File: config.mk
export PLATFORM = sky130hd
export DESIGN_NAME = addressed_frame_receiver
export DESIGN_NICKNAME = d
export VERILOG_FILES = /design/src/afr_pkg.sv /design/src/afr_in_stage.sv /design/src/afr_core.sv /design/src/afr_out_stage.sv /design/src/addressed_frame_receiver.sv
export SDC_FILE = /design/constraint.sdc
export NUM_CORES = 1
export LEC_CHECK = 0
export BUFFER_PORTS_ARGS = -buffer_cell sky130_fd_sc_hd__clkbuf_2
export CORE_UTILIZATION = 33
export CTS_BUF_LIST = sky130_fd_sc_hd__clkbuf_16
export DETAILED_ROUTE_END_ITERATION = 12
export PLACE_DENSITY = 0.57
export SLEW_MARGIN = 5
export SYNTH_ARGS = -nofsm -noshare
export SYNTH_HDL_FRONTEND = slang
export SYNTH_SLANG_ARGS = --single-unit
export TNS_END_PERCENT = 5
File: constraint.sdc
create_clock -name clk_i -period 11.7 [get_ports clk_i]
set_input_delay 2.925 -clock clk_i [delete_from_list [all_inputs] [get_ports clk_i]]
set_output_delay 2.925 -clock clk_i [all_outputs]
set_load 0.01 [all_outputs]
File: src/afr_pkg.sv
// Package for the addressed frame receiver.
// Holds the word types, status and action codes, and sizing constants.
// Used by every module in src; depends on nothing.
`timescale 1ns / 1ps

package afr_pkg;

  // Largest capacity the byte counter has to cover.
  localparam int unsigned MAX_CAPACITY = 1024;
  localparam int unsigned CAP_BITS     = $clog2(MAX_CAPACITY + 1);
  localparam int unsigned CNT_W        = (CAP_BITS > 11) ? CAP_BITS : 11;

  // Frame layout constants.
  localparam int unsigned MIN_FRAME_LEN = 10;
  localparam int unsigned LEN_OVERHEAD  = 9;
  localparam int unsigned DATA_START    = 6;
  localparam int unsigned POS_LEAD      = 0;
  localparam int unsigned POS_ADDR_HI   = 1;
  localparam int unsigned POS_ADDR_LO   = 2;
  localparam int unsigned POS_LENGTH    = 5;

  // Line control bytes.
  localparam logic [7:0] SOH_BYTE = 8'h01;
  localparam logic [7:0] STX_BYTE = 8'h02;
  localparam logic [7:0] EOT_BYTE = 8'h04;
  localparam logic [7:0] ACK_BYTE = 8'h06;
  localparam logic [7:0] NAK_BYTE = 8'h15;

  // Configuration register widths and reset values.
  localparam int unsigned CFG_DATA_W     = 16;
  localparam int unsigned CFG_IDX_W      = 2;
  localparam logic [15:0] STATION_RESET  = 16'd0;
  localparam logic [15:0] GAP_RESET      = 16'd10;
  localparam logic [10:0] CAPACITY_RESET = 11'd512;

  typedef enum logic [CFG_IDX_W-1:0] {
    CFG_STATION_ADDRESS = 2'd0,
    CFG_GAP_LIMIT       = 2'd1,
    CFG_RX_CAPACITY     = 2'd2
  } cfg_idx_e;

  typedef enum logic [1:0] {
    ACT_START = 2'd0,
    ACT_BYTE  = 2'd1,
    ACT_TICK  = 2'd2
  } action_e;

  typedef enum logic [2:0] {
    ST_OK       = 3'd0,
    ST_SHORT    = 3'd1,
    ST_LEN_MISM = 3'd2,
    ST_BAD_START = 3'd3,
    ST_OTHER_ADDR = 3'd4,
    ST_BAD_SUM  = 3'd5,
    ST_OVERFLOW = 3'd6,
    ST_TIMEOUT  = 3'd7
  } status_e;

  // Input word.
  typedef struct packed {
    logic [1:0]  action;
    logic [7:0]  data_byte;
    logic [15:0] timeout_ticks;
  } afr_in_t;

  // Result word.
  typedef struct packed {
    logic [2:0]  status;
    logic [10:0] frame_length;
  } afr_out_t;

endpackage

File: src/afr_in_stage.sv
// Input register of the addressed frame receiver.
// Captures one input word and holds it until the core takes it.
// Depends on afr_pkg.
`timescale 1ns / 1ps

module afr_in_stage (
  input  logic             clk_i,
  input  logic             rst_ni,
  input  logic             in_valid_i,
  output logic             in_stall_o,
  input  afr_pkg::afr_in_t in_data_i,
  output logic             item_valid_o,
  output afr_pkg::afr_in_t item_o,
  input  logic             take_i
);

  logic             valid_q, valid_d;
  afr_pkg::afr_in_t word_q, word_d;
  logic             load;

  // The register is free when empty or when its word leaves this cycle.
  assign in_stall_o = valid_q & ~take_i;
  assign load       = in_valid_i & ~in_stall_o;

  always_comb begin
    valid_d = valid_q;
    word_d  = word_q;
    if (~valid_q | take_i) begin
      valid_d = in_valid_i;
    end
    if (load) begin
      word_d = in_data_i;
    end
  end

  always_ff @(posedge clk_i or negedge rst_ni) begin
    if (!rst_ni) begin
      valid_q <= 1'b0;
    end else begin
      valid_q <= valid_d;
    end
  end

  always_ff @(posedge clk_i) begin
    word_q <= word_d;
  end

  assign item_valid_o = valid_q;
  assign item_o       = word_q;

endmodule

File: src/afr_core.sv
// Frame state and validation of the addressed frame receiver.
// Holds the configuration registers and the per-reception state, and processes
// one word per cycle unless a result waits for room. Depends on afr_pkg.
`timescale 1ns / 1ps

module afr_core (
  input  logic                           clk_i,
  input  logic                           rst_ni,
  input  logic                           cfg_we_i,
  input  logic [afr_pkg::CFG_IDX_W-1:0]  cfg_idx_i,
  input  logic [afr_pkg::CFG_DATA_W-1:0] cfg_data_i,
  input  logic                           item_valid_i,
  input  afr_pkg::afr_in_t               item_i,
  output logic                           take_o,
  input  logic                           out_free_i,
  output logic                           res_valid_o,
  output afr_pkg::afr_out_t              res_o
);

  localparam int unsigned CW = afr_pkg::CNT_W;

  // Configuration registers.
  logic [15:0] station_q;
  logic [15:0] gap_limit_q;
  logic [10:0] capacity_q;

  // Reception state.
  logic          receiving_q, receiving_d;
  logic [CW-1:0] count_q, count_d;
  logic [15:0]   elapsed_q, elapsed_d;
  logic [15:0]   idle_q, idle_d;
  logic [15:0]   armed_q, armed_d;
  logic [7:0]    lead_q, lead_d;
  logic [15:0]   target_q, target_d;
  logic [7:0]    length_q, length_d;
  logic [15:0]   sum_q, sum_d;
  logic [7:0]    recent0_q, recent0_d;
  logic [7:0]    recent1_q, recent1_d;

  logic              has_res;
  afr_pkg::status_e  status;
  logic [CW-1:0]     res_len;
  logic [CW-1:0]     cap;
  logic [CW-1:0]     cnt_inc;
  logic [15:0]       check_word;
  logic [15:0]       elapsed_inc;
  logic [15:0]       idle_inc;
  logic              in_data;

  // Configuration writes; unknown indexes are dropped.
  always_ff @(posedge clk_i or negedge rst_ni) begin
    if (!rst_ni) begin
      station_q   <= afr_pkg::STATION_RESET;
      gap_limit_q <= afr_pkg::GAP_RESET;
      capacity_q  <= afr_pkg::CAPACITY_RESET;
    end else if (cfg_we_i) begin
      case (cfg_idx_i)
        afr_pkg::CFG_STATION_ADDRESS: station_q   <= cfg_data_i;
        afr_pkg::CFG_GAP_LIMIT:       gap_limit_q <= cfg_data_i;
        afr_pkg::CFG_RX_CAPACITY:     capacity_q  <= cfg_data_i[10:0];
        default: ;
      endcase
    end
  end

  // Effective capacity is the smaller of the register and the hardware limit.
  assign cap = (CW'(capacity_q) < CW'(afr_pkg::MAX_CAPACITY)) ?
               CW'(capacity_q) : CW'(afr_pkg::MAX_CAPACITY);
  assign cnt_inc     = count_q + CW'(1);
  assign check_word  = {recent1_q, recent0_q};
  assign elapsed_inc = (elapsed_q != 16'hFFFF) ? elapsed_q + 16'd1 : elapsed_q;
  assign idle_inc    = (count_q != '0 && idle_q != 16'hFFFF) ? idle_q + 16'd1 : idle_q;
  assign in_data     = (count_q >= CW'(afr_pkg::DATA_START)) &&
                       (count_q < CW'(afr_pkg::DATA_START) + CW'(length_q));

  // Next state and result for the word at the head of the input register.
  always_comb begin
    receiving_d = receiving_q;
    count_d     = count_q;
    elapsed_d   = elapsed_q;
    idle_d      = idle_q;
    armed_d     = armed_q;
    lead_d      = lead_q;
    target_d    = target_q;
    length_d    = length_q;
    sum_d       = sum_q;
    recent0_d   = recent0_q;
    recent1_d   = recent1_q;
    has_res     = 1'b0;
    status      = afr_pkg::ST_OK;
    res_len     = count_q;

    case (item_i.action)
      afr_pkg::ACT_START: begin
        count_d     = '0;
        elapsed_d   = '0;
        idle_d      = '0;
        lead_d      = '0;
        target_d    = '0;
        length_d    = '0;
        sum_d       = '0;
        recent0_d   = '0;
        recent1_d   = '0;
        armed_d     = item_i.timeout_ticks;
        receiving_d = 1'b1;
        if (item_i.timeout_ticks == '0) begin
          receiving_d = 1'b0;
          has_res     = 1'b1;
          status      = afr_pkg::ST_TIMEOUT;
          res_len     = '0;
        end
      end
      afr_pkg::ACT_BYTE: begin
        if (receiving_q) begin
          // Fold the byte into the field it belongs to.
          if (count_q == CW'(afr_pkg::POS_LEAD)) begin
            lead_d = item_i.data_byte;
          end else if (count_q == CW'(afr_pkg::POS_ADDR_HI)) begin
            target_d = {item_i.data_byte, target_q[7:0]};
          end else if (count_q == CW'(afr_pkg::POS_ADDR_LO)) begin
            target_d = {target_q[15:8], item_i.data_byte};
          end else if (count_q == CW'(afr_pkg::POS_LENGTH)) begin
            length_d = item_i.data_byte;
          end else if (in_data) begin
            sum_d = sum_q + 16'(item_i.data_byte);
          end
          recent1_d = recent0_q;
          recent0_d = item_i.data_byte;
          count_d   = cnt_inc;
          idle_d    = '0;
          res_len   = cnt_inc;
          if (cnt_inc >= cap) begin
            has_res     = 1'b1;
            receiving_d = 1'b0;
            status      = afr_pkg::ST_OVERFLOW;
          end else if (item_i.data_byte == afr_pkg::EOT_BYTE) begin
            has_res     = 1'b1;
            receiving_d = 1'b0;
            // Checks in priority order.
            if (cnt_inc < CW'(afr_pkg::MIN_FRAME_LEN)) begin
              status = afr_pkg::ST_SHORT;
            end else if (cnt_inc != CW'(length_q) + CW'(afr_pkg::LEN_OVERHEAD)) begin
              status = afr_pkg::ST_LEN_MISM;
            end else if (!(lead_q inside {afr_pkg::SOH_BYTE, afr_pkg::STX_BYTE,
                                          afr_pkg::ACK_BYTE, afr_pkg::NAK_BYTE})) begin
              status = afr_pkg::ST_BAD_START;
            end else if (target_q != station_q) begin
              status = afr_pkg::ST_OTHER_ADDR;
            end else if (sum_q != check_word) begin
              status = afr_pkg::ST_BAD_SUM;
            end else begin
              status = afr_pkg::ST_OK;
            end
          end
        end
      end
      afr_pkg::ACT_TICK: begin
        if (receiving_q) begin
          elapsed_d = elapsed_inc;
          idle_d    = idle_inc;
          // Overall timeout first, then the inter-byte gap.
          if (elapsed_inc >= armed_q ||
              (count_q != '0 && idle_inc > gap_limit_q)) begin
            has_res     = 1'b1;
            receiving_d = 1'b0;
            status      = afr_pkg::ST_TIMEOUT;
          end
        end
      end
      default: ;
    endcase
  end

  // A word leaves when it gives no result or the result register has room.
  assign take_o      = item_valid_i & (~has_res | out_free_i);
  assign res_valid_o = take_o & has_res;
  assign res_o.status       = status;
  assign res_o.frame_length = res_len[10:0];

  always_ff @(posedge clk_i or negedge rst_ni) begin
    if (!rst_ni) begin
      receiving_q <= 1'b0;
      count_q     <= '0;
      elapsed_q   <= '0;
      idle_q      <= '0;
      armed_q     <= '0;
      lead_q      <= '0;
      target_q    <= '0;
      length_q    <= '0;
      sum_q       <= '0;
      recent0_q   <= '0;
      recent1_q   <= '0;
    end else if (take_o) begin
      receiving_q <= receiving_d;
      count_q     <= count_d;
      elapsed_q   <= elapsed_d;
      idle_q      <= idle_d;
      armed_q     <= armed_d;
      lead_q      <= lead_d;
      target_q    <= target_d;
      length_q    <= length_d;
      sum_q       <= sum_d;
      recent0_q   <= recent0_d;
      recent1_q   <= recent1_d;
    end
  end

endmodule

File: src/afr_out_stage.sv
// Result register of the addressed frame receiver.
// Holds one result word until the receiving side takes it.
// Depends on afr_pkg.
`timescale 1ns / 1ps

module afr_out_stage (
  input  logic              clk_i,
  input  logic              rst_ni,
  input  logic              res_valid_i,
  input  afr_pkg::afr_out_t res_i,
  output logic              out_free_o,
  output logic              out_valid_o,
  input  logic              out_stall_i,
  output afr_pkg::afr_out_t out_data_o
);

  logic              valid_q, valid_d;
  afr_pkg::afr_out_t word_q, word_d;

  // Room exists when empty or when the held word is taken this cycle.
  assign out_free_o = ~valid_q | ~out_stall_i;

  always_comb begin
    valid_d = valid_q;
    word_d  = word_q;
    if (out_free_o) begin
      valid_d = res_valid_i;
      if (res_valid_i) begin
        word_d = res_i;
      end
    end
  end

  always_ff @(posedge clk_i or negedge rst_ni) begin
    if (!rst_ni) begin
      valid_q <= 1'b0;
    end else begin
      valid_q <= valid_d;
    end
  end

  always_ff @(posedge clk_i) begin
    word_q <= word_d;
  end

  assign out_valid_o = valid_q;
  assign out_data_o  = word_q;

endmodule

File: src/addressed_frame_receiver.sv
// Top level of the addressed frame receiver.
// Instantiates afr_in_stage, afr_core and afr_out_stage; uses afr_pkg.
`timescale 1ns / 1ps

// Receives bus frames one word at a time: a start word arms a reception with
// an overall timeout, byte words are counted and folded into the frame state,
// and tick words age the overall and inter-byte timers. A reception ends at
// the first EOT byte, when the byte count reaches the capacity, or on a
// timeout, and then gives one result word with a status and the frame length.
// Each word is captured in an input register, processed by the state update,
// and any result is placed in an output register, so a new word is accepted
// every cycle while results drain. The word that causes a result is held in the
// input register first, and the result then in the output register. A word
// that gives a result waits in the input register while the output register
// holds a stalled result, and the input stalls meanwhile.
// Configuration writes take effect on the next cycle and must happen while no
// reception is in flight through the pipeline.

module addressed_frame_receiver (
  input  logic                           clk_i,
  input  logic                           rst_ni,
  input  logic                           cfg_we_i,
  input  logic [afr_pkg::CFG_IDX_W-1:0]  cfg_idx_i,
  input  logic [afr_pkg::CFG_DATA_W-1:0] cfg_data_i,
  input  logic                           in_valid_i,
  output logic                           in_stall_o,
  input  afr_pkg::afr_in_t               in_data_i,
  output logic                           out_valid_o,
  input  logic                           out_stall_i,
  output afr_pkg::afr_out_t              out_data_o
);

  logic              item_valid;
  afr_pkg::afr_in_t  item;
  logic              take;
  logic              out_free;
  logic              res_valid;
  afr_pkg::afr_out_t res;

  // Input register.
  afr_in_stage u_in_stage (
    .clk_i        (clk_i),
    .rst_ni       (rst_ni),
    .in_valid_i   (in_valid_i),
    .in_stall_o   (in_stall_o),
    .in_data_i    (in_data_i),
    .item_valid_o (item_valid),
    .item_o       (item),
    .take_i       (take)
  );

  // Frame state, timers and validation.
  afr_core u_core (
    .clk_i        (clk_i),
    .rst_ni       (rst_ni),
    .cfg_we_i     (cfg_we_i),
    .cfg_idx_i    (cfg_idx_i),
    .cfg_data_i   (cfg_data_i),
    .item_valid_i (item_valid),
    .item_i       (item),
    .take_o       (take),
    .out_free_i   (out_free),
    .res_valid_o  (res_valid),
    .res_o        (res)
  );

  // Result register.
  afr_out_stage u_out_stage (
    .clk_i       (clk_i),
    .rst_ni      (rst_ni),
    .res_valid_i (res_valid),
    .res_i       (res),
    .out_free_o  (out_free),
    .out_valid_o (out_valid_o),
    .out_stall_i (out_stall_i),
    .out_data_o  (out_data_o)
  );

endmodule

==> impl_metrics.py <==
metrics = {
    "run_status": {
        "status": "finished, final reports clean",
    },
    "pwr": {
        "seqPwrFrac": 0.427,
        "finalPower_uw": 2290,
        "clkPwrFrac": 0.320,
        "p_leak_uw": 0.00611,
        "p_int_uw": 1540,
        "combPwrFrac": 0.253,
        "p_sw_frac": 0.326,
        "vdd_drop_max_mv": 0.0833,
        "switchingPower_uw": 745,
        "power.density_nw_per_um2": 164,
    },
    "global_route": {
        "grt_pass1_vias": 9096,
        "gr-total-overflow": 0,
        "grt_pass1_wl_mm": 51.4,
        "antenna_found_initial": 1,
        "gr-usage-all-layers": 0.170,
        "grt_max_degree": 99,
    },
    "placed_design": {
        "io_buffer_count": 64,
        "gp_congestion": 0.845,
        "dp.final_hpwl_mm": 23.4,
    },
    "clock_network": {
        "cts_sinks": 209,
        "cts_hold_buf": 0,
        "clockBufferDepth": 3,
        "cts.clk_slew.worst_paths_ns": 0.06,
        "postCtsResizedCells": 0,
        "htree_num_levels": 1,
        "cts_setup_buffers": 0,
        "clkLatencyLatePin_ns": 0.54,
        "cts_tree": "built",
        "numCtsBuffers": 24,
        "ctsRootBufferMaster": "clkbuf_16",
    },
    "timing": {
        "finalCritPeriodShare": 0.680,
        "finalHoldViolations": 0,
        "min_period_ns": 7.96,
        "skew_ns": 0.0189,
        "drv_slew": 0,
        "finalSetupTns_ns": 0,
        "relSlewSlack": 0.344,
        "worst_pin_slew_ns": 0.984,
        "setup_viol": 0,
        "grt_setup_unrepaired": "no",
        "fmax_mhz": 126,
    },
    "floorplan": {
        "core_region_area_um2": 36800,
        "start_util": 0.336,
        "die_h_um": 196,
        "core.rowCount": 70,
        "ios": 65,
        "die_area_um2": 38300,
        "fp.dieW_um": 196,
    },
    "setup_path": {
        "startpoint_type": "flop",
        "end_kind": "output port",
        "required_ns": 8.78,
        "crit_path_max_fanout": 10,
        "r2r_slack_ns": 5.94,
        "cp-endpoint": "in_stall_o",
        "timing.critical_path.from": "u_core.count_q[0]$_DFFE_PN0P_",
        "reg2reg_to": "u_in_stage.item_o[4]$_DFFE_PP_",
        "path_class": "flop to output port",
        "arrival_ns": 5.03,
        "r2r_start": "u_core.count_q[0]$_DFFE_PN0P_",
        "r2r_cells": 16,
    },
    "yosys": {
        "postSynthCellCount": 1167,
        "synth_nets": 1290,
        "yosysSeqAreaShare": 0.439,
        "async_reset_ff_frac": 0.809,
        "ys_types": 82,
        "syn_area_um2": 12400,
        "synth_top_area_cell": "dfrtp_1",
        "synth_top_area_share": 0.336,
        "synth_seq_cells": 209,
        "synth_edf_count": 40,
        "yosys-top-cells-area": "dfrtp_1, edfxtp_1, mux2_2",
        "syn_area_per_cell_um2": 10.6,
        "ys.warnings.count": 0,
        "synthFlopType": "dfrtp_1",
    },
    "flow_run": {
        "drv_cap": 0,
    },
    "detailed_routing": {
        "drtIter0Drc": 481,
        "vias": 9098,
        "ant_nets": 0,
        "drc": 0,
        "via_per_inst": 5.34,
        "drt_first_pass_iters": 4,
        "avgRoutedWirePerCell_um": 18.7,
        "routed_wl_mm": 31.8,
    },
    "cells_and_area": {
        "final-seq-area_um2": 5430,
        "fill_cells": 3642,
        "layout.nets": 1341,
        "multi_input_area_um2": 6400,
        "drive_gt1_frac": 0.182,
        "utilization": 0.378,
        "syn_to_final_growth_pct": 12.4,
    },
    "min_path": {
        "hold-path-cell-count": 1,
        "worstHoldPathType": "flop to flop",
    },
}
-- placed cells by master, fill, tap and decap left out, types with 23 or more instances in the layout --
master     synthesis  final
nor2_1            44     44
xnor2_1           49     49
mux2_2            82     82
o211ai_1          25     25
nand3_1           38     38
nand2_1           80     80
edfxtp_1          40     40
clkbuf_16          0     26
clkbuf_2           0     63
a21oi_1           31     31
nor4_1            23     23
a22o_1            32     32
inv_1             82     84
o21ai_0           39     39
dfrtp_1          166    166
xor2_1            30     30
ha_1              73     73
-- metrics by stage --
| step | instances | hold WS (ns) | worst slack, ns | area [um2] |
|---|---|---|---|---|
| final | 1703 | 0.494 | 3.74 | 13900 |
| after global routing | 1703 | 0.516 | 3.49 | 13900 |
| after CTS | 1702 | 0.500 | 3.73 | 13900 |
| after detailed placement | 1660 | 0.485 | 4.32 | 13100 |
| after global placement | 1660 | 0.471 | 4.40 | 13100 |
| after floorplan | 1167 | 0.460 | 4.87 | 12400 |
-- routing by layer --
layer,global-route usage,part of all wire,vias up
li1,-,-,4376
met1,0.250,0.50,4500
met2,0.258,0.43,179
met3,0.0268,0.041,43
met4,0.0440,0.023,0
met5,0,0,-
-- registers in the layout (all words and copies together) (netlist names), 11 cells and up --
| register | count |
|---|---|
| u_core.idle_q | 16 |
| u_core.station_q | 16 |
| u_out_stage.out_data_o | 14 |
| u_core.armed_q | 16 |
| u_in_stage.item_o | 26 |
| u_core.count_q | 11 |
| u_core.elapsed_q | 16 |
| u_core.gap_limit_q | 16 |
| u_core.target_q | 16 |
| u_core.capacity_q | 11 |
| u_core.sum_q | 16 |
-- worst min-delay path by stage --
stage / startpoint / end / slack [ns]
CTS: u_in_stage.item_o[12]$_DFFE_PP_ / u_core.armed_q[12]$_DFFE_PN0P_ / 0.50
global placement: u_in_stage.item_o[12]$_DFFE_PP_ / u_core.armed_q[12]$_DFFE_PN0P_ / 0.47
floorplan: u_in_stage.item_o[10]$_DFFE_PP_ / u_core.armed_q[10]$_DFFE_PN0P_ / 0.46
detailed placement: u_in_stage.item_o[12]$_DFFE_PP_ / u_core.armed_q[12]$_DFFE_PN0P_ / 0.49
global route: u_core.armed_q[15]$_DFFE_PN0P_ / u_core.armed_q[15]$_DFFE_PN0P_ / 0.52
finish: u_core.armed_q[10]$_DFFE_PN0P_ / u_core.armed_q[10]$_DFFE_PN0P_ / 0.49
-- power by group through the flow --
stage | Sequential [uW] | Clock, uW | Combinational, uW
6_report | 976 | 732 | 578
5_1_grt | 994 | 778 | 645
4_1_cts | 975 | 752 | 577
3_5_place_dp | 988 | 0 | 572
3_3_place_gp | 983 | 0 | 562
2_1_floorplan | 944 | 0 | 440
-- area by class of cell --
type / instances / area share
Inverter: 83 / 0.0224
Clock buffer: 26 / 0.0468
Sequential cell: 209 / 0.391
Clock inverter: 16 / 0.00837
Antenna cell: 1 / 0.000180
Timing Repair Buffer: 74 / 0.0289
Tap cell: 468 / 0.0421
Multi-Input combinational cell: 826 / 0.460
-- Yosys cell counts, types with 4 or more instances --
cell type and number:
a211oi_1 4, a21o_1 10, a21oi_1 31, a221o_1 7
a22o_1 32, a31oi_1 5, a32o_1 8, and2_1 13
and3_1 15, buf_2 11, clkbuf_1 31, dfrtp_1 166
edfxtp_1 40, ha_1 73, inv_1 82, mux2_1 6
mux2_2 82, mux2i_1 22, nand2_1 80, nand2b_1 8
nand3_1 38, nand3b_1 8, nand4_1 22, nor2_1 44
nor2b_1 20, nor3_1 15, nor3b_1 10, nor4_1 23
nor4b_1 4, o2111ai_1 6, o211a_1 4, o211ai_1 25
o21a_1 6, o21ai_0 39, o21ai_1 4, o221ai_1 10
or2_2 5, or3_1 9, or4_1 6, xnor2_1 49
xor2_1 30
-- cell families (layout without fill, tap and decap cells) --
| logic type | count (synthesis) | count (layout) | synth area share |
|---|---|---|---|
| adders and majority gates | 74 | 74 | 0.0755 |
| DFF | 209 | 209 | 0.439 |
| xor gates and xnor gates | 79 | 79 | 0.0559 |
| AOI/OAI and AO/OA | 229 | 229 | 0.140 |
| muxes | 112 | 112 | 0.100 |
| buffers and inverters | 132 | 199 | 0.0442 |
| other | 0 | 1 | 0 |
| and+or+nand+nor | 332 | 332 | 0.145 |
-- worst max-delay path, cell delays in order (launching register included) --
cell       delay (ns)
dfrtp_1          0.52
inv_1            0.14
ha_1             0.23
nand2b_1         0.16
nor3_4           0.10
or4bb_2          0.71
or3_1            0.39
xnor2_1          0.16
ha_1             0.33
nand4_1          0.16
nor4_1           0.46
a31oi_2          0.15
a2bb2oi_2        0.19
o31a_2           0.37
a2bb2o_1         0.31
clkbuf_2         0.15
No activity file was read; power rests on OpenSTA's default activity.
